$ cat config.mk
export PLATFORM = sky130hd
export DESIGN_NAME = mse_ram
export DESIGN_NICKNAME = d
export VERILOG_FILES = /design/src/sv/mse_ram.sv
export SDC_FILE = /design/constraint.sdc
export NUM_CORES = 2
export LEC_CHECK = 0
export BUFFER_PORTS_ARGS = -buffer_cell sky130_fd_sc_hd__buf_2
export CAP_MARGIN = 20
export CELL_PAD_IN_SITES_DETAIL_PLACEMENT = 0
export CELL_PAD_IN_SITES_GLOBAL_PLACEMENT = 1
export CORE_MARGIN = 3
export CORE_UTILIZATION = 40
export DETAILED_ROUTE_END_ITERATION = 8
export PLACE_DENSITY_LB_ADDON = 0.1
export SYNTH_ARGS = -nofsm -noshare
export SYNTH_HDL_FRONTEND = slang
export SYNTH_SLANG_ARGS = --single-unit
export TNS_END_PERCENT = 20
$ cat constraint.sdc
create_clock -name clk -period 10.3 [get_ports clk]
set_input_delay 0.515 -clock clk [delete_from_list [all_inputs] [get_ports clk]]
set_output_delay 0.515 -clock clk [all_outputs]
set_load 0.005 [all_outputs]
$ cat src/sv/mse_ram.sv
// ============================================================================
// mse_ram
// Generic synchronous RAM with one write port and two registered read ports.
// ============================================================================
module mse_ram #(
  parameter int unsigned DEPTH_P = 64,
  parameter int unsigned DATA_W  = 32
) (
  input  logic                       clk,
  input  logic                       we,
  input  logic [$clog2(DEPTH_P)-1:0] waddr,
  input  logic [DATA_W-1:0]          wdata,
  input  logic [$clog2(DEPTH_P)-1:0] raddr_a,
  input  logic [$clog2(DEPTH_P)-1:0] raddr_b,
  output logic [DATA_W-1:0]          rdata_a,
  output logic [DATA_W-1:0]          rdata_b
);

  logic [DATA_W-1:0] mem [DEPTH_P];

  always_ff @(posedge clk) begin
    if (we) begin
      mem[waddr] <= wdata;
    end
    rdata_a <= mem[raddr_a];
    rdata_b <= mem[raddr_b];
  end

endmodule

==> out/qor.yml <==
cellPowerDensity_nw_per_um2: 178
fp.coreArea_um2: 237000
yosys-top-cells-count: "edfxtp_1 (2,048), mux4_2 (1,124), mux2i_1 (204)"
fin_ws_ns: 6.37
clk_latency_ns: 0.86
period_needed_ns: 3.93
cts_max_level: 4
fmax_ghz: 0.254
multi_input_area_um2: 31700
grt_pass1_vias: 52200
nFillCells: 19700
finalClockSkew_ns: 0.0244
io_buffer_count: 115
clkTransAtPathRegs_ns: 0.06
avgSynthCellArea_um2: 21.7
ir_drop_uv: 176
finalNonFillerCells: 7946
worstPathArrival_ns: 4.63
crit_required_ns: 11.00
register_area_um2: 62800
synthAdderAreaFrac: 0
cts_made_buffers: 223
clock_tree.root_cell: "clkbuf_16"
period_share: 0.382
path_max_fanout: 61
min-delay-path-class: "input pin to flip-flop"
finalMaxSlewViolations: 0
wl_per_cell_um: 40.6
synthMuxAreaShare: 0.290
clock-sinks: 2112
max_stage_delay_ns: 0.87
fp-row-count: 178
yosys.area.top_type: "edfxtp_1"
initial_core_util: 0.404
crit_path_cell_trace: "buf_8 -> buf_4 -> buf_4 -> mux4_2 -> mux2_2 -> o211ai_1 -> a21oi_1"
syn_nets: 4464
die_width_um: 495
crit_type: "input pin to flip-flop"
io_pins: 116
synth_top_family_by_area: "multiplexers"
drc: 0
rsz0062_at_grt: "no"
status: "finished, final reports clean"
dp_slack_ns: 5.48
async_flop_share: 0
antenna_found_initial: 32
hpwl_um: 177000
cts_buffer_depth: 3
netlist_instances: 4412
cts_tree: "built"
grt.overflow.total: 0
ys_seq_area_frac: 0.656
worst_pin_slew_ns: 1.20
dieArea_um2: 245000
chipHeight_um: 495
cts_resized: 0
maxSlewHeadroom: 0.199
synth-compound-area-share: 0.0239
nets: 4641
dpl_cell_area_um2: 100000
final_cell_area_um2: 108000
groute.usage.overall: 0.264
leakage_uw: 0.0337
syn_area_um2: 95700
finish.utilization: 0.457
worst_setup_path_start_kind: "input pin"
yosys_most_used_dff: "edfxtp_1"
drt_iter0_markers: 6768
yosysWarnings: 0
netlist_top_cells_area: "edfxtp_1 (64%), mux4_2 (26%), mux2i_1 (2.1%)"
final-hold-violation-count: 0
netlist.area_leader.share: 0.643
via_per_inst: 6.46
cp-end-kind: "flip-flop"
ant_nets: 0
fin_setup_tns_ns: 0
synth.distinct_cells: 38
drt_pre_antenna_iters: 6
routed_wl_um: 323000
grt_max_degree: 121
maxCapViolCount: 0
setup_viol: 0
drive_gt1_frac: 0.389
grt_pass1_wl_um: 443000
ys_ff_latch: 2112
synthXorXnorAreaFrac: 0
synth_edf_count: 2048
via_count: 51300
area_growth_pct: 13.1
yosys.area_share.simple: 0.0113
yosysMostFrequentCell: "edfxtp_1"
slowest_stage: "buf_4"
place_inst: 7487
place.gp.congestion: 0.787
crit_top_cell: "buf_4"
critical path, delay by kind of cell:
family / cells / cell delay [ns]
buffers and inverters: 3 / 2.11
multiplexers: 2 / 0.90
AO/OA/AOI/OAI: 2 / 0.86
path summary, 6_finish.rpt:
check / startpoint / to / slack, ns / depth (start not counted)
hold / removal: wdata[30] / mem[49][30] / 0.05 / 1
hold reg to reg: mem[36][20] / rdata_a[20] / 0.88 / 4
setup / recovery: raddr_b[0] / rdata_b[11] / 6.37 / 7
setup reg to reg: mem[22][24] / rdata_b[24] / 7.45 / 4
report_power, final:
| group | internal, uW | switching, uW | leakage (uW) | total (uW) |
|---|---|---|---|---|
| combinational | 637 | 942 | 0.0111 | 1580 |
| clock | 4660 | 3410 | 0.00355 | 8070 |
| sequential | 9510 | 71.0 | 0.0190 | 9590 |
| total | 14800 | 4420 | 0.0337 | 19200 |
metrics by stage:
step           hold WS (ns)  total power [uW]
3_5_place_dp          0.866             11300
4_1_cts               0.113             19400
6_report             0.0504             19200
2_1_floorplan         0.614             10600
5_1_grt              0.0145             19800
3_3_place_gp          0.854             11300
cell families (layout without fill, tap and decap cells):
| kind of cell | after synthesis | after routing |
|---|---|---|
| DFF | 2112 | 2112 |
| muxes | 1364 | 1364 |
| buffers and inverters | 348 | 716 |
| AOI/OAI and AO/OA | 340 | 340 |
| and+or+nand+nor | 248 | 248 |
| other | 0 | 16 |
layout make-up:
class | count | share of cell area
inverter | 1 | 0.0000347
sequential | 2112 | 0.580
antenna | 16 | 0.000370
clock inverter | 106 | 0.00924
timing repair buffer | 299 | 0.0229
clock buffer | 310 | 0.0578
multi-input combinational | 1952 | 0.293
tap | 3150 | 0.0364
routing by layer:
layer	global-route usage	part of all wire	wire length [um]
met5	0	0.00013	43
met4	0.0835	0.033	10600
met3	0.0503	0.079	25700
met2	0.405	0.46	149000
met1	0.383	0.42	137000
state kept, by name, summed over array words and instances (netlist names):
| signal | count |
|---|---|
| mem | 2048 |
| rdata_a | 32 |
| rdata_b | 32 |
timing repair:
item	4_1_cts	5_1_grt
buffers inserted	0	0
hold endpoints to repair	0	47
endpoints found under the setup margin	0	0
hold buffers	0	6
placed cells by master (no fill, tap or decap), types with 31 or more instances in the layout:
master / instances
mux2i_1: 204
o22ai_1: 56
clkbuf_1: 59
buf_2: 105
o21ai_1: 31
nand2_1: 91
dfxtp_1: 64
buf_4: 144
nor2_4: 63
a22oi_1: 85
clkbuf_16: 229
clkinv_2: 43
edfxtp_1: 2048
mux4_2: 1124
a21oi_1: 58
mux2_2: 36
Note: power is estimated with default switching activity, not from simulation.
