`src/sv/mse_pkg.sv`:
```
// ============================================================================
// mse_pkg
// Shared constants, types and state codes of the merge sort engine.
// ============================================================================
package mse_pkg;

  localparam int unsigned DEPTH  = 64;
  localparam int unsigned WIDTH  = 32;
  localparam int unsigned IO_W   = 32;
  localparam int unsigned ADDR_W = $clog2(DEPTH);
  localparam int unsigned CNT_W  = $clog2(DEPTH + 1);
  localparam int unsigned SUM_W  = CNT_W + 1;

  typedef logic signed [WIDTH-1:0]  elem_t;
  typedef logic        [ADDR_W-1:0] addr_t;
  typedef logic        [CNT_W-1:0]  cnt_t;
  typedef logic        [SUM_W-1:0]  sum_t;

  typedef enum logic [2:0] {
    S_LOAD,
    S_MRD,
    S_MCMP,
    S_ORD,
    S_OLD,
    S_OWAIT
  } state_t;

  typedef struct packed {
    logic  we;
    addr_t waddr;
    elem_t wdata;
    addr_t raddr_a;
    addr_t raddr_b;
  } ram_req_t;

endpackage

```
`src/sv/mse_ctrl.sv`:
```
// ============================================================================
// mse_ctrl
// Load, bottom-up merge and emit sequencer over two ping-pong RAMs.
// ============================================================================
module mse_ctrl (
  input  logic              clk,
  input  logic              rst_n,
  input  logic              in_tvalid,
  output logic              in_tready,
  input  logic [31:0]       in_tdata,
  input  logic              in_tlast,
  output logic              out_tvalid,
  input  logic              out_tready,
  output logic [31:0]       out_tdata,
  output logic              out_tlast,
  output mse_pkg::ram_req_t req0,
  output mse_pkg::ram_req_t req1,
  input  mse_pkg::elem_t    rd0_a,
  input  mse_pkg::elem_t    rd0_b,
  input  mse_pkg::elem_t    rd1_a,
  input  mse_pkg::elem_t    rd1_b
);
  import mse_pkg::*;

  function automatic cnt_t clamp(input sum_t a, input cnt_t lim);
    clamp = (a < sum_t'(lim)) ? a[CNT_W-1:0] : lim;
  endfunction

  state_t state_r, state_nxt;
  cnt_t   fill_r, fill_nxt;
  cnt_t   n_r, n_nxt;
  cnt_t   width_r, width_nxt;
  cnt_t   i_r, i_nxt;
  cnt_t   j_r, j_nxt;
  cnt_t   mid_r, mid_nxt;
  cnt_t   hi_r, hi_nxt;
  cnt_t   k_r, k_nxt;
  logic   src_r, src_nxt;
  logic   oval_r, oval_nxt;
  logic   olast_r, olast_nxt;
  elem_t  odata_r, odata_nxt;

  elem_t  in_elem;
  elem_t  left_v;
  elem_t  right_v;
  elem_t  pick_v;
  logic   take_right;
  logic   accept;
  logic   set_last;
  cnt_t   k_inc;
  cnt_t   i_inc;
  cnt_t   fill_inc;
  sum_t   w_dbl;

  assign in_elem   = elem_t'(signed'(in_tdata));
  assign left_v    = src_r ? rd1_a : rd0_a;
  assign right_v   = src_r ? rd1_b : rd0_b;
  assign take_right = (i_r >= mid_r) || ((j_r < hi_r) && (right_v < left_v));
  assign pick_v    = take_right ? right_v : left_v;
  assign accept    = in_tvalid && in_tready;
  assign set_last  = in_tlast || (fill_r == cnt_t'(DEPTH - 1));
  assign k_inc     = cnt_t'(k_r + 1'b1);
  assign i_inc     = cnt_t'(i_r + 1'b1);
  assign fill_inc  = cnt_t'(fill_r + 1'b1);
  assign w_dbl     = sum_t'(width_r) << 1;

  assign in_tready  = (state_r == S_LOAD);
  assign out_tvalid = oval_r;
  assign out_tdata  = IO_W'(odata_r);
  assign out_tlast  = olast_r;

  always_comb begin
    req0.we      = 1'b0;
    req0.waddr   = k_r[ADDR_W-1:0];
    req0.wdata   = pick_v;
    req0.raddr_a = i_r[ADDR_W-1:0];
    req0.raddr_b = j_r[ADDR_W-1:0];
    req1         = req0;
    if (state_r == S_LOAD) begin
      req0.we    = accept;
      req0.waddr = fill_r[ADDR_W-1:0];
      req0.wdata = in_elem;
    end else if (state_r == S_MCMP) begin
      req0.we = src_r;
      req1.we = !src_r;
    end
  end

  always_comb begin
    state_nxt = state_r;
    fill_nxt  = fill_r;
    n_nxt     = n_r;
    width_nxt = width_r;
    i_nxt     = i_r;
    j_nxt     = j_r;
    mid_nxt   = mid_r;
    hi_nxt    = hi_r;
    k_nxt     = k_r;
    src_nxt   = src_r;
    oval_nxt  = oval_r;
    olast_nxt = olast_r;
    odata_nxt = odata_r;
    case (state_r)
      S_LOAD: begin
        if (accept) begin
          fill_nxt = fill_inc;
          if (set_last) begin
            fill_nxt  = '0;
            n_nxt     = fill_inc;
            src_nxt   = 1'b0;
            width_nxt = cnt_t'(1);
            i_nxt     = '0;
            k_nxt     = '0;
            mid_nxt   = clamp(sum_t'(1), fill_inc);
            j_nxt     = clamp(sum_t'(1), fill_inc);
            hi_nxt    = clamp(sum_t'(2), fill_inc);
            state_nxt = (fill_inc > cnt_t'(1)) ? S_MRD : S_ORD;
          end
        end
      end
      S_MRD: begin
        state_nxt = S_MCMP;
      end
      S_MCMP: begin
        k_nxt     = k_inc;
        state_nxt = S_MRD;
        if (take_right) begin
          j_nxt = cnt_t'(j_r + 1'b1);
        end else begin
          i_nxt = i_inc;
        end
        if (k_inc == n_r) begin
          src_nxt = !src_r;
          i_nxt   = '0;
          k_nxt   = '0;
          if (w_dbl < sum_t'(n_r)) begin
            width_nxt = w_dbl[CNT_W-1:0];
            mid_nxt   = clamp(w_dbl, n_r);
            j_nxt     = clamp(w_dbl, n_r);
            hi_nxt    = clamp(w_dbl << 1, n_r);
          end else begin
            state_nxt = S_ORD;
          end
        end else if (k_inc == hi_r) begin
          i_nxt   = hi_r;
          mid_nxt = clamp(sum_t'(hi_r) + sum_t'(width_r), n_r);
          j_nxt   = clamp(sum_t'(hi_r) + sum_t'(width_r), n_r);
          hi_nxt  = clamp(sum_t'(hi_r) + w_dbl, n_r);
        end
      end
      S_ORD: begin
        state_nxt = S_OLD;
      end
      S_OLD: begin
        oval_nxt  = 1'b1;
        odata_nxt = left_v;
        olast_nxt = (i_inc == n_r);
        state_nxt = S_OWAIT;
      end
      S_OWAIT: begin
        if (out_tready) begin
          oval_nxt = 1'b0;
          if (olast_r) begin
            state_nxt = S_LOAD;
          end else begin
            i_nxt     = i_inc;
            state_nxt = S_ORD;
          end
        end
      end
      default: begin
        state_nxt = S_LOAD;
      end
    endcase
  end

  always_ff @(posedge clk) begin
    if (!rst_n) begin
      state_r <= S_LOAD;
      fill_r  <= '0;
      oval_r  <= 1'b0;
    end else begin
      state_r <= state_nxt;
      fill_r  <= fill_nxt;
      oval_r  <= oval_nxt;
    end
  end

  always_ff @(posedge clk) begin
    n_r     <= n_nxt;
    width_r <= width_nxt;
    i_r     <= i_nxt;
    j_r     <= j_nxt;
    mid_r   <= mid_nxt;
    hi_r    <= hi_nxt;
    k_r     <= k_nxt;
    src_r   <= src_nxt;
    olast_r <= olast_nxt;
    odata_r <= odata_nxt;
  end

endmodule

```
`config.mk`:
```
export PLATFORM = sky130hd
export DESIGN_NAME = mse_ctrl
export DESIGN_NICKNAME = d
export VERILOG_FILES = /design/src/sv/mse_pkg.sv /design/src/sv/mse_ctrl.sv
export SDC_FILE = /design/constraint.sdc
export NUM_CORES = 1
export LEC_CHECK = 0
export BUFFER_PORTS_ARGS = -buffer_cell sky130_fd_sc_hd__buf_2
export CORE_ASPECT_RATIO = 1.5
export CORE_MARGIN = 2
export CORE_UTILIZATION = 32
export DETAILED_ROUTE_END_ITERATION = 10
export HOLD_SLACK_MARGIN = 0.08
export SYNTH_ARGS = -nofsm -noshare
export SYNTH_HDL_FRONTEND = slang
export SYNTH_SLANG_ARGS = --single-unit
```
`constraint.sdc`:
```
create_clock -name clk -period 6.9 [get_ports clk]
set_clock_uncertainty 0.1 [all_clocks]
set_input_delay 0.345 -clock clk [delete_from_list [all_inputs] [get_ports clk]]
set_output_delay 0.345 -clock clk [all_outputs]
set_load 0.1 [all_outputs]
```
==> results.rst, run 1 <==
.. list-table::
   :header-rows: 1

   * - Metric
     - Value
   * - Maximum Capacitance Violations
     - 0
   * - Post-CTS Setup Bufs
     - 0
   * - Post-synthesis sequential area ratio
     - 0.320
   * - Yosys warning count
     - 0
   * - Overall global routing resource usage
     - 0.214
   * - Critical path class
     - register to primary output
   * - GPL Wtd Cong
     - 1.01
   * - Vias in the first global route
     - 7398
   * - Final Hold Fails
     - 0
   * - Req. time, crit path
     - 6450 ps
   * - Clock root buffer
     - clkbuf_16
   * - Synthesized instance count
     - 840
   * - Num CTS Buffers
     - 9
   * - Worst-path fanout max
     - 39
   * - CTS sink cnt
     - 94
   * - Synthesized area per cell
     - 10.1 um^2
   * - Finish-stage setup viols
     - 0
   * - Cell taking the most area after synthesis
     - edfxtp_1
   * - Post-layout nets
     - between 1000 and 1500
   * - Count of boundary I/O pins
     - a little over 300
   * - Pin count of the biggest net entering global routing
     - 43
   * - Routed via count
     - 7379
   * - Post-synth EDFFs
     - 83
   * - Minimum period implied by the final worst setup slack
     - about 6000 ps
   * - Cell area after synthesis
     - 0.00847 mm^2
   * - Share of the clock period used by the worst path
     - 0.872
   * - DR vias/cell
     - roughly 5
   * - Result of the run
     - complete, no violations
   * - Synth Net Count
     - 1092
   * - Congestion Overflow GR
     - 0
   * - Later-pin clock latency in the skew report
     - 360 ps
   * - Total DRC errors in the routed layout
     - 0
   * - Area growth from synthesis to layout
     - 22.9%
   * - IO buf count
     - 301
   * - Detailed router's first-iteration violation count
     - 417
   * - Type of the worst min-delay path
     - primary input to register
   * - Max Clk Rate
     - 166 MHz
   * - Floorplan row count
     - about 70
   * - Unrepaired setup endpoints after global routing
     - no
   * - Wire per inst
     - 20.8 um
   * - TritonCTS clock tree
     - built
   * - Least-Margin Pin Slew
     - 1190 ps
   * - HPWL after DPL
     - 24800 um
   * - Tightest slew margin relative to the limit
     - 0.202
   * - Antenna Violating Nets Remaining
     - 0
   * - Most common cell after layout, fill and taps aside
     - buf_2
   * - Total Routed Length
     - 29800 um
   * - Number of antenna violations at the first check in global routing
     - 1
   * - Post-place setup slack
     - 1170 ps
   * - Critical Path Source Type
     - register
   * - Worst-path clk slew
     - 70 ps
   * - Cell types occupying the most area after synthesis
     - edfxtp_1 (29%), mux2_2 (14%), ha_1 (13%)
   * - Final worst hold slack
     - about 210 ps
   * - Die width
     - 137 um
   * - CP Capture Type
     - primary output
   * - Starting density of the core
     - 0.326
   * - Die height
     - just over 200 um
   * - Count of hold-fix buffers inserted at cts
     - 0
   * - Cell variety after synth
     - 64
   * - Post-synth ARST share
     - 0
   * - Most used cells in the layout excluding fill and tap cells
     - buf_2 (301), mux2_2 (105), ha_1 (85)
   * - Die area
     - between 0.02 and 0.03 mm^2
   * - Worst endpoint data arrival time
     - 5570 ps
   * - Core area
     - 0.0259 mm^2
   * - Most used flip-flop cell after synthesis
     - edfxtp_1
   * - Buffer levels on the longest clock path
     - 2
   * - Flop and latch count out of synthesis
     - 94
   * - Pre-Repair DR Iteration Count
     - 5
   * - H-tree levels
     - 3
   * - Fraction of post-synthesis cell area in the top cell type by area
     - 0.294
   * - Proportion of layout cells with a drive suffix above 1
     - 0.401
   * - Global-route wire length before repair
     - 44000 um
   * - Worst Setup Slack, final
     - slightly below 900 ps
   * - Number of pins exceeding their max-slew limit in the final report
     - 0
   * - Cells resized by post-CTS repair
     - 0
   * - Final-layout setup total negative slack
     - 0 ps
synth_stat cells (4+ instances only):
master / instances
mux2_2: 105
ha_1: 85
edfxtp_1: 83
inv_1: 70
nand2_1: 41
nor2_1: 41
mux2i_1: 38
a21oi_1: 35
buf_4: 31
o21ai_0: 29
xnor2_1: 29
nand3_1: 23
clkbuf_1: 19
and3_1: 13
nand2b_1: 13
a21o_1: 12
and2_1: 12
dfxtp_1: 11
nor2b_1: 11
xor2_1: 11
nand4_1: 9
o21a_1: 9
nor3_1: 8
a21boi_0: 7
buf_2: 7
xnor3_1: 7
a211oi_1: 6
a221o_1: 6
buf_1: 6
nor4_1: 6
o211ai_1: 5
o32ai_1: 4
routing by layer:
layer	global-route usage	wire, um
met3	0.0480	1970
met5	0	13
met1	0.241	11100
met2	0.385	15700
met4	0.0821	1080
critical path, cell delays in order, from the launching register on:
cell and delay (ps):
edfxtp_1 810, buf_4 420, mux2_2 390, ha_1 340, nand4_1 140, nor4_1 440
nand3_1 120, a21oi_1 230, nor4_1 80, o21ai_0 310, and3_2 880, mux2_2 440
mux2_2 260, buf_2 290
through the flow:
stage	cells	utilization	instance area, um^2
floorplan	840	-	8470
global placement	1417	0.389	10100
detailed placement	1417	0.389	10100
CTS	1433	0.401	10400
global route	1433	0.401	10400
finish	1434	0.401	10400
area by class of cell:
cell class	count	area, um^2
inverters	71	267
well taps	333	417
repair buffers	309	1580
flip-flops and latches	94	2710
diodes	1	2.50
fillers	2609	15500
clock inverters	6	71.3
multi-input cells	610	5120
clock buffers	10	239
cell families (layout without fill, tap and decap cells):
family	Yosys count	count (layout)	share of synthesized area
AND/OR/NAND/NOR	195	195	0.120
other	0	1	0
adder cells (fa/ha/maj)	87	87	0.130
multiplexers	143	143	0.184
buffers and inverters	136	396	0.0768
flip-flops	94	94	0.320
AO/OA/AOI/OAI	138	138	0.109
XOR/XNOR	47	47	0.0600
registers in the layout, summed over array words and instances (netlist names):
name and cells:
fill_r 7, hi_r 7, i_r 7, j_r 7
k_r 7, mid_r 7, n_r 7, out_tdata 32
out_tlast 1, out_tvalid 1, src_r 1, state_r 3
width_r 7
final timing paths:
| path | depth (start not counted) | startpoint | slack, ps | endpoint |
|---|---|---|---|---|
| min reg2reg | 1 | fill_r[6]$_SDFFE_PN0P_ | 390 | fill_r[6]$_SDFFE_PN0P_ |
| max | 13 | src_r$_SDFFCE_PN0P_ | 890 | req0[16] |
| min | 3 | rd0_a[7] | 210 | out_tdata[7]$_DFFE_PP_ |
| max reg2reg | 11 | src_r$_SDFFCE_PN0P_ | 1790 | i_r[2]$_DFFE_PP_ |
Power of run 1 is not shown: default switching activity piles up to over one toggle a cycle in this logic, so the estimate is an artifact.
==> run 2: changes to the inputs <==
ABC_AREA = 1   (was default)
==> run 2 against run 1 <==
Utilization shrank 0.59 points. Final cell count grew 23%. Via count grew 18%. Worst hold slack lost 46 ps. Non-clock buffer count shrank 4. Synthesized area grew 1.6%. Synthesized cell count grew 40%. Die area grew 1.5%. Sequential share of layout area shrank 0.16 points.
==> results.rst, run 2 <==
.. list-table::
   :header-rows: 1

   * - Metric
     - Value
   * - Delay of the slowest critical-path stage
     - 710 ps
   * - Clock root buffer
     - clkbuf_16
   * - Buffer levels on the longest clock path
     - 2
   * - Post-synthesis sequential area ratio
     - 0.315
   * - Pin count of the biggest net entering global routing
     - 72
   * - Pre-Repair DR Iteration Count
     - 5
   * - HPWL after DPL
     - 25100 um
   * - Vias in the first global route
     - roughly 8500
   * - Count of hold-fix buffers inserted at cts
     - 0
   * - Type of the worst min-delay path
     - primary input to register
   * - Flop and latch count out of synthesis
     - 94
   * - Number of antenna violations at the first check in global routing
     - 3
   * - Post-CTS Setup Bufs
     - 0
   * - Yosys warning count
     - 0
   * - Register-to-register path setup slack
     - 1870 ps
   * - IO buf count
     - 301
   * - Number of pins exceeding their max-slew limit in the final report
     - 0
   * - Total Routed Length
     - 30600 um
   * - Later-pin clock latency in the skew report
     - 360 ps
   * - Cell mode on critical path
     - nand2_1
   * - Global-route wire length before repair
     - 46100 um
   * - Final-layout setup total negative slack
     - 0 ps
   * - Synth Net Count
     - 1424
   * - Overall global routing resource usage
     - 0.218
   * - H-tree levels
     - 3
   * - Ordered cell list for the critical path
     - inv_2 -> or2_2 -> o21ai_0 -> ha_1 -> nand2_1 -> nor2_1 -> nand2_1 -> nor4_1 -> nand2_1 -> nand3_2 -> nand3_4 -> nand2_4 -> nand2_1 -> o21ai_2 -> nand2_1 -> nand2_1 -> buf_2
   * - Count of filler cells inserted in the layout
     - roughly 2800
   * - Share of the clock period used by the worst path
     - 0.799
   * - Starting density of the core
     - 0.325
   * - Max FFs per register
     - 32
   * - Worst-path clk slew
     - around 70 ps
   * - Cell variety after synth
     - 47
   * - Unrepaired setup endpoints after global routing
     - no
   * - Worst-path cell with the longest stage delay
     - inv_2
   * - Cell family with most CP delay
     - simple AND/OR/NAND/NOR gates
   * - Req. time, crit path
     - around 6500 ps
   * - Cell taking the most area after synthesis
     - edfxtp_1
   * - Synthesized area per cell
     - roughly 7.3 um^2
   * - Minimum period implied by the final worst setup slack
     - 5520 ps
   * - Num CTS Buffers
     - 9
   * - Fraction of post-synthesis cell area in the top cell type by area
     - 0.290
   * - TritonCTS clock tree
     - built
   * - Most used cells in the layout excluding fill and tap cells
     - nand2_1 (384), buf_2 (301), inv_1 (126)
   * - Critical Path Source Type
     - register
   * - Post-synth EDFFs
     - 83
   * - Finish-stage setup viols
     - 0
   * - Result of the run
     - complete, no violations
   * - Count of boundary I/O pins
     - 302
   * - Detailed router's first-iteration violation count
     - 410
   * - Footprint of the multi-input gates
     - 0.00500 mm^2
   * - Least-Margin Pin Slew
     - 1210 ps
   * - Tightest slew margin relative to the limit
     - 0.193
   * - Cells resized by post-CTS repair
     - 0
   * - Die area
     - 0.0282 mm^2
   * - Proportion of layout cells with a drive suffix above 1
     - 0.280
   * - Maximum Capacitance Violations
     - 0
   * - GPL Wtd Cong
     - 0.984
   * - Final Hold Fails
     - 0
   * - Area growth from synthesis to layout
     - 21.7%
   * - Die width
     - roughly 140 um
   * - CTS sink cnt
     - 94
   * - Area taken by flip-flops and latches
     - 0.00271 mm^2
   * - Post-layout nets
     - 1677
   * - Post-synth ARST share
     - 0
   * - CP Capture Type
     - primary output
   * - Core area
     - 0.0265 mm^2
   * - Antenna Violating Nets Remaining
     - 0
   * - Worst-path fanout max
     - 71
   * - Floorplan row count
     - 73
   * - Most instantiated library cell after synthesis
     - nand2_1
   * - Synthesized instance count
     - 1172
   * - Cell area after synthesis
     - 0.00860 mm^2
   * - Synth top cells by count
     - nand2_1 (384), inv_1 (126), ha_1 (85), edfxtp_1 (83), o21ai_0 (78)
   * - Routed via count
     - slightly below 9000
   * - Most common cell after layout, fill and taps aside
     - nand2_1
   * - Die height
     - 205 um
   * - Cell types occupying the most area after synthesis
     - edfxtp_1 (29%), nand2_1 (17%), ha_1 (12%)
   * - Worst endpoint data arrival time
     - between 5000 and 6000 ps
   * - Critical path class
     - register to primary output
   * - Buffers and inverters on the worst path
     - 2
   * - DR vias/cell
     - 4.92
   * - Total DRC errors in the routed layout
     - 0
   * - Max Clk Rate
     - 181 MHz
   * - Wire per inst
     - 17.3 um
   * - Most used flip-flop cell after synthesis
     - edfxtp_1
   * - Congestion Overflow GR
     - 0
[run 2: cell count changes after synthesis, sizes merged, moves of 13 or more]
| cell | previous run | this run |
|---|---|---|
| xnor2 | 29 | 9 |
| mux2i | 38 | 0 |
| nand3 | 24 | 42 |
| nand2b | 13 | 0 |
| a21oi | 35 | 66 |
| o21ai | 29 | 112 |
| xor2 | 11 | 27 |
| and3 | 14 | 0 |
| or2 | 4 | 31 |
| nor2 | 42 | 61 |
| inv | 70 | 129 |
| nand2 | 41 | 389 |
| mux2 | 105 | 0 |
[run 2: cells by family after synthesis]
kind of cell,after synthesis,synth area share
AO/OA/AOI/OAI,212,0.147
adder cells (fa/ha/maj),87,0.128
buffers and inverters,194,0.105
flip-flops,94,0.315
AND/OR/NAND/NOR,549,0.267
XOR/XNOR,36,0.0367
[run 2: final cells by class]
class / count / area share
well taps: 337 / 0.0403
clock inverters: 6 / 0.00550
multi-input cells: 884 / 0.477
repair buffers: 305 / 0.147
inverters: 131 / 0.0470
flip-flops and latches: 94 / 0.259
diodes: 1 / 0.000239
clock buffers: 10 / 0.0239
[run 2: worst reg2reg max path: stages (launching register included)]
cell	delay, ps
edfxtp_1	400
inv_2	710
or2_2	250
o21ai_0	300
ha_1	510
nand2_1	80
nor2_1	180
nand2_1	70
nor4_1	180
nand2_1	120
nand2_1	90
nand2_2	60
nand3_4	120
nand2_4	470
a21oi_1	1000
[run 2: path summary, 6_finish.rpt]
check / start / depth (start not counted) / to
setup reg to reg: src_r$_SDFFCE_PN0P_ / 14 / i_r[1]$_DFFE_PP_
hold / removal: rst_n / 3 / state_r[0]$_SDFFE_PN0P_
hold reg to reg: fill_r[6]$_SDFFE_PN0P_ / 2 / fill_r[6]$_SDFFE_PN0P_
setup / recovery: src_r$_SDFFCE_PN0P_ / 17 / req0[41]
[run 2: stage by stage]
stage	hold WS (ps)	setup slack (ps)	utilization	instances	instance area (um^2)
final	169	1380	0.395	1768	10500
after global routing	171	902	0.395	1767	10500
after CTS	152	1290	0.395	1767	10500
after detailed placement	358	1720	0.384	1751	10200
after global placement	349	1730	0.384	1751	10200
after floorplan	338	2250	-	1172	8600
[run 2: per-layer routing]
metal	share of wire	global-route usage	wire [um]	vias up
met5	0.00042	0	13	-
met4	0.060	0.128	1850	2
met3	0.056	0.0371	1710	81
met2	0.54	0.414	16500	344
met1	0.34	0.216	10500	3928
li1	-	-	-	4344
Power of run 2 is left out for the same reason.
==> run 3: changes to the inputs <==
ABC_AREA = 0   (was 1)
clock period = 5.1 ns   (was 6.9 ns; I/O delays follow)
==> run 3 against run 2 <==
Critical path depth shrank 2. Global-route usage is 0.16 points lower. Final cell count is 19% lower. Final area is 4.8% higher. Critical endpoint unchanged. Sequential share of layout area is 1.2 points lower. Flip-flop and latch count did not move. Wire length grew 0.26%.
==> results.rst, run 3 (same netlist as run 1, synthesis figures left out) <==
.. list-table::
   :header-rows: 1

   * - Metric
     - Value
   * - Buffer levels on the longest clock path
     - 2
   * - Floorplan row count
     - 72
   * - CP Capture Type
     - primary output
   * - Overall global routing resource usage
     - 0.216
   * - Routed wire length on met3
     - 1770 um
   * - Worst-path clk slew
     - 70 ps
   * - Wire per inst
     - 21.3 um
   * - Hold depth
     - 3
   * - Final core occ
     - 0.423
   * - Die area
     - 0.0278 mm^2
   * - Die width
     - roughly 140 um
   * - N_diodes
     - 0
   * - Share of the clock period used by the worst path
     - 0.952
   * - Critical path class
     - register to primary output
   * - Most used cells in the layout excluding fill and tap cells
     - buf_2 (268), mux2_2 (105), ha_1 (85)
   * - Count of boundary I/O pins
     - 302
   * - Final Hold Fails
     - 0
   * - Detailed router's first-iteration violation count
     - 327
   * - Maximum Capacitance Violations
     - 0
   * - Result of the run
     - complete, no violations
   * - Post-layout nets
     - ~1400
   * - Least-Margin Pin Slew
     - 1110 ps
   * - Max FFs per register
     - 32
   * - Global-route wire length before repair
     - 44600 um
   * - Worst-path fanout max
     - 30
   * - Unrepaired setup endpoints after global routing
     - no
   * - Pre-Repair DR Iteration Count
     - 5
   * - Num CTS Buffers
     - 9
   * - Top layer in use
     - met4
   * - Routed via count
     - ~7400
   * - TritonCTS clock tree
     - built
   * - Total Routed Length
     - 30700 um
   * - Clock root buffer
     - clkbuf_16
   * - M1 WL
     - 11600 um
   * - Post-CTS Setup Bufs
     - 0
   * - Count of filler cells inserted in the layout
     - 2523
   * - Proportion of layout cells with a drive suffix above 1
     - 0.406
   * - Finish-stage setup viols
     - 0
   * - Die height
     - 203 um
   * - Type of the worst min-delay path
     - primary input to register
   * - Area growth from synthesis to layout
     - 29.5%
   * - Final-layout setup total negative slack
     - 0 ps
   * - Minimum period implied by the final worst setup slack
     - 4850 ps
   * - Core area
     - 0.0259 mm^2
   * - Number of pins exceeding their max-slew limit in the final report
     - 0
   * - Number of antenna violations at the first check in global routing
     - 0
   * - Worst min-delay path startpoint
     - rst_n
   * - Congestion Overflow GR
     - 0
   * - Later-pin clock latency in the skew report
     - 350 ps
   * - Pin count of the biggest net entering global routing
     - 60
   * - Total DRC errors in the routed layout
     - 0
   * - Cells on worst reg2reg path
     - 17
   * - Critical register-to-register path startpoint
     - width_r[0]$_SDFFCE_PN1P_
   * - CTS sink cnt
     - 94
   * - GPL Wtd Cong
     - ~1
   * - HPWL after DPL
     - ~25000 um
   * - Req. time, crit path
     - between 4000 and 5000 ps
   * - DR vias/cell
     - 5.13
   * - H-tree levels
     - 3
   * - Reg-to-reg critical path endpoint
     - j_r[5]$_DFFE_PP_
   * - Met2 WL post-DR
     - about 16000 um
   * - Hold Crit Endpoint
     - state_r[1]$_SDFFE_PN0P_
   * - Register-to-register path setup slack
     - 930 ps
   * - Starting density of the core
     - 0.326
   * - Max Clk Rate
     - 206 MHz
   * - Antenna Violating Nets Remaining
     - 0
   * - IO buf count
     - 301
   * - Most common cell after layout, fill and taps aside
     - buf_2
   * - Vias in the first global route
     - around 7500
   * - Critical Path Source Type
     - register
   * - Tightest slew margin relative to the limit
     - 0.259
   * - Worst endpoint data arrival time
     - 4500 ps
==> run 3: cell types whose count changed in the layout (fill, tap and decap cells not counted), sizes merged, moves of 13 or more <==
cell	delta
mux2	+105
inv	-62
a21oi	-31
xnor2	+20
xor2	-16
or2	-27
o21ai	-83
nor2	-19
nand2	-348
mux2i	+38
and3	+14
nand2b	+13
nand3	-18
==> run 3: layer usage <==
metal / track usage / up-vias
li1: - / 3545
met4: 0.0814 / 0
met5: 0 / -
met1: 0.245 / 3493
met3: 0.0413 / 45
met2: 0.395 / 308
==> run 3: worst max-delay path: stages (launching register included) <==
cell	delay, ps
edfxtp_1	450
clkbuf_16	280
buf_4	250
mux2_2	390
ha_1	300
a21oi_1	150
o21ai_0	90
a21oi_1	120
nor2b_1	70
o31a_1	290
o21ai_0	230
and3_2	310
buf_4	210
mux2_2	390
mux2_2	260
buf_2	290
==> run 3: worst max path at each step <==
stage                   startpoint  endpoint  slack, ps  depth (start not counted)
3_3_place_gp   src_r$_SDFFCE_PN0P_  req0[38]        560                         14
3_5_place_dp   src_r$_SDFFCE_PN0P_  req0[38]        540                         14
4_1_cts        src_r$_SDFFCE_PN0P_  req0[38]        130                         14
6_report       src_r$_SDFFCE_PN0P_  req0[41]        250                         15
2_1_floorplan  src_r$_SDFFCE_PN0P_  req0[41]         90                         16
5_1_grt        src_r$_SDFFCE_PN0P_  req0[38]         30                         14
==> run 3: final cells by class <==
class / count / area (um^2) / share of cell area
multi-input cells: 610 / 5140 / 0.469
flip-flops and latches: 94 / 2710 / 0.247
repair buffers: 316 / 2150 / 0.196
well taps: 333 / 417 / 0.0380
inverters: 71 / 267 / 0.0243
clock buffers: 12 / 236 / 0.0216
clock inverters: 4 / 50.0 / 0.00456
==> run 3: repair_timing <==
action | 4_1_cts | 5_1_grt
endpoints found under the setup margin | 0 | 32
resized for setup | 0 | 6
hold buffers | 0 | 0
==> run 3: per-stage QoR <==
step	instances	cell area, um^2	setup WS [ps]	hold WS [ps]
after floorplan	840	8470	92.4	308
after global placement	1423	10600	565	372
after detailed placement	1423	10600	544	386
after CTS	1439	10900	133	126
after global routing	1440	11000	30.0	135
final	1440	11000	247	136
Power of run 3 is left out for the same reason.
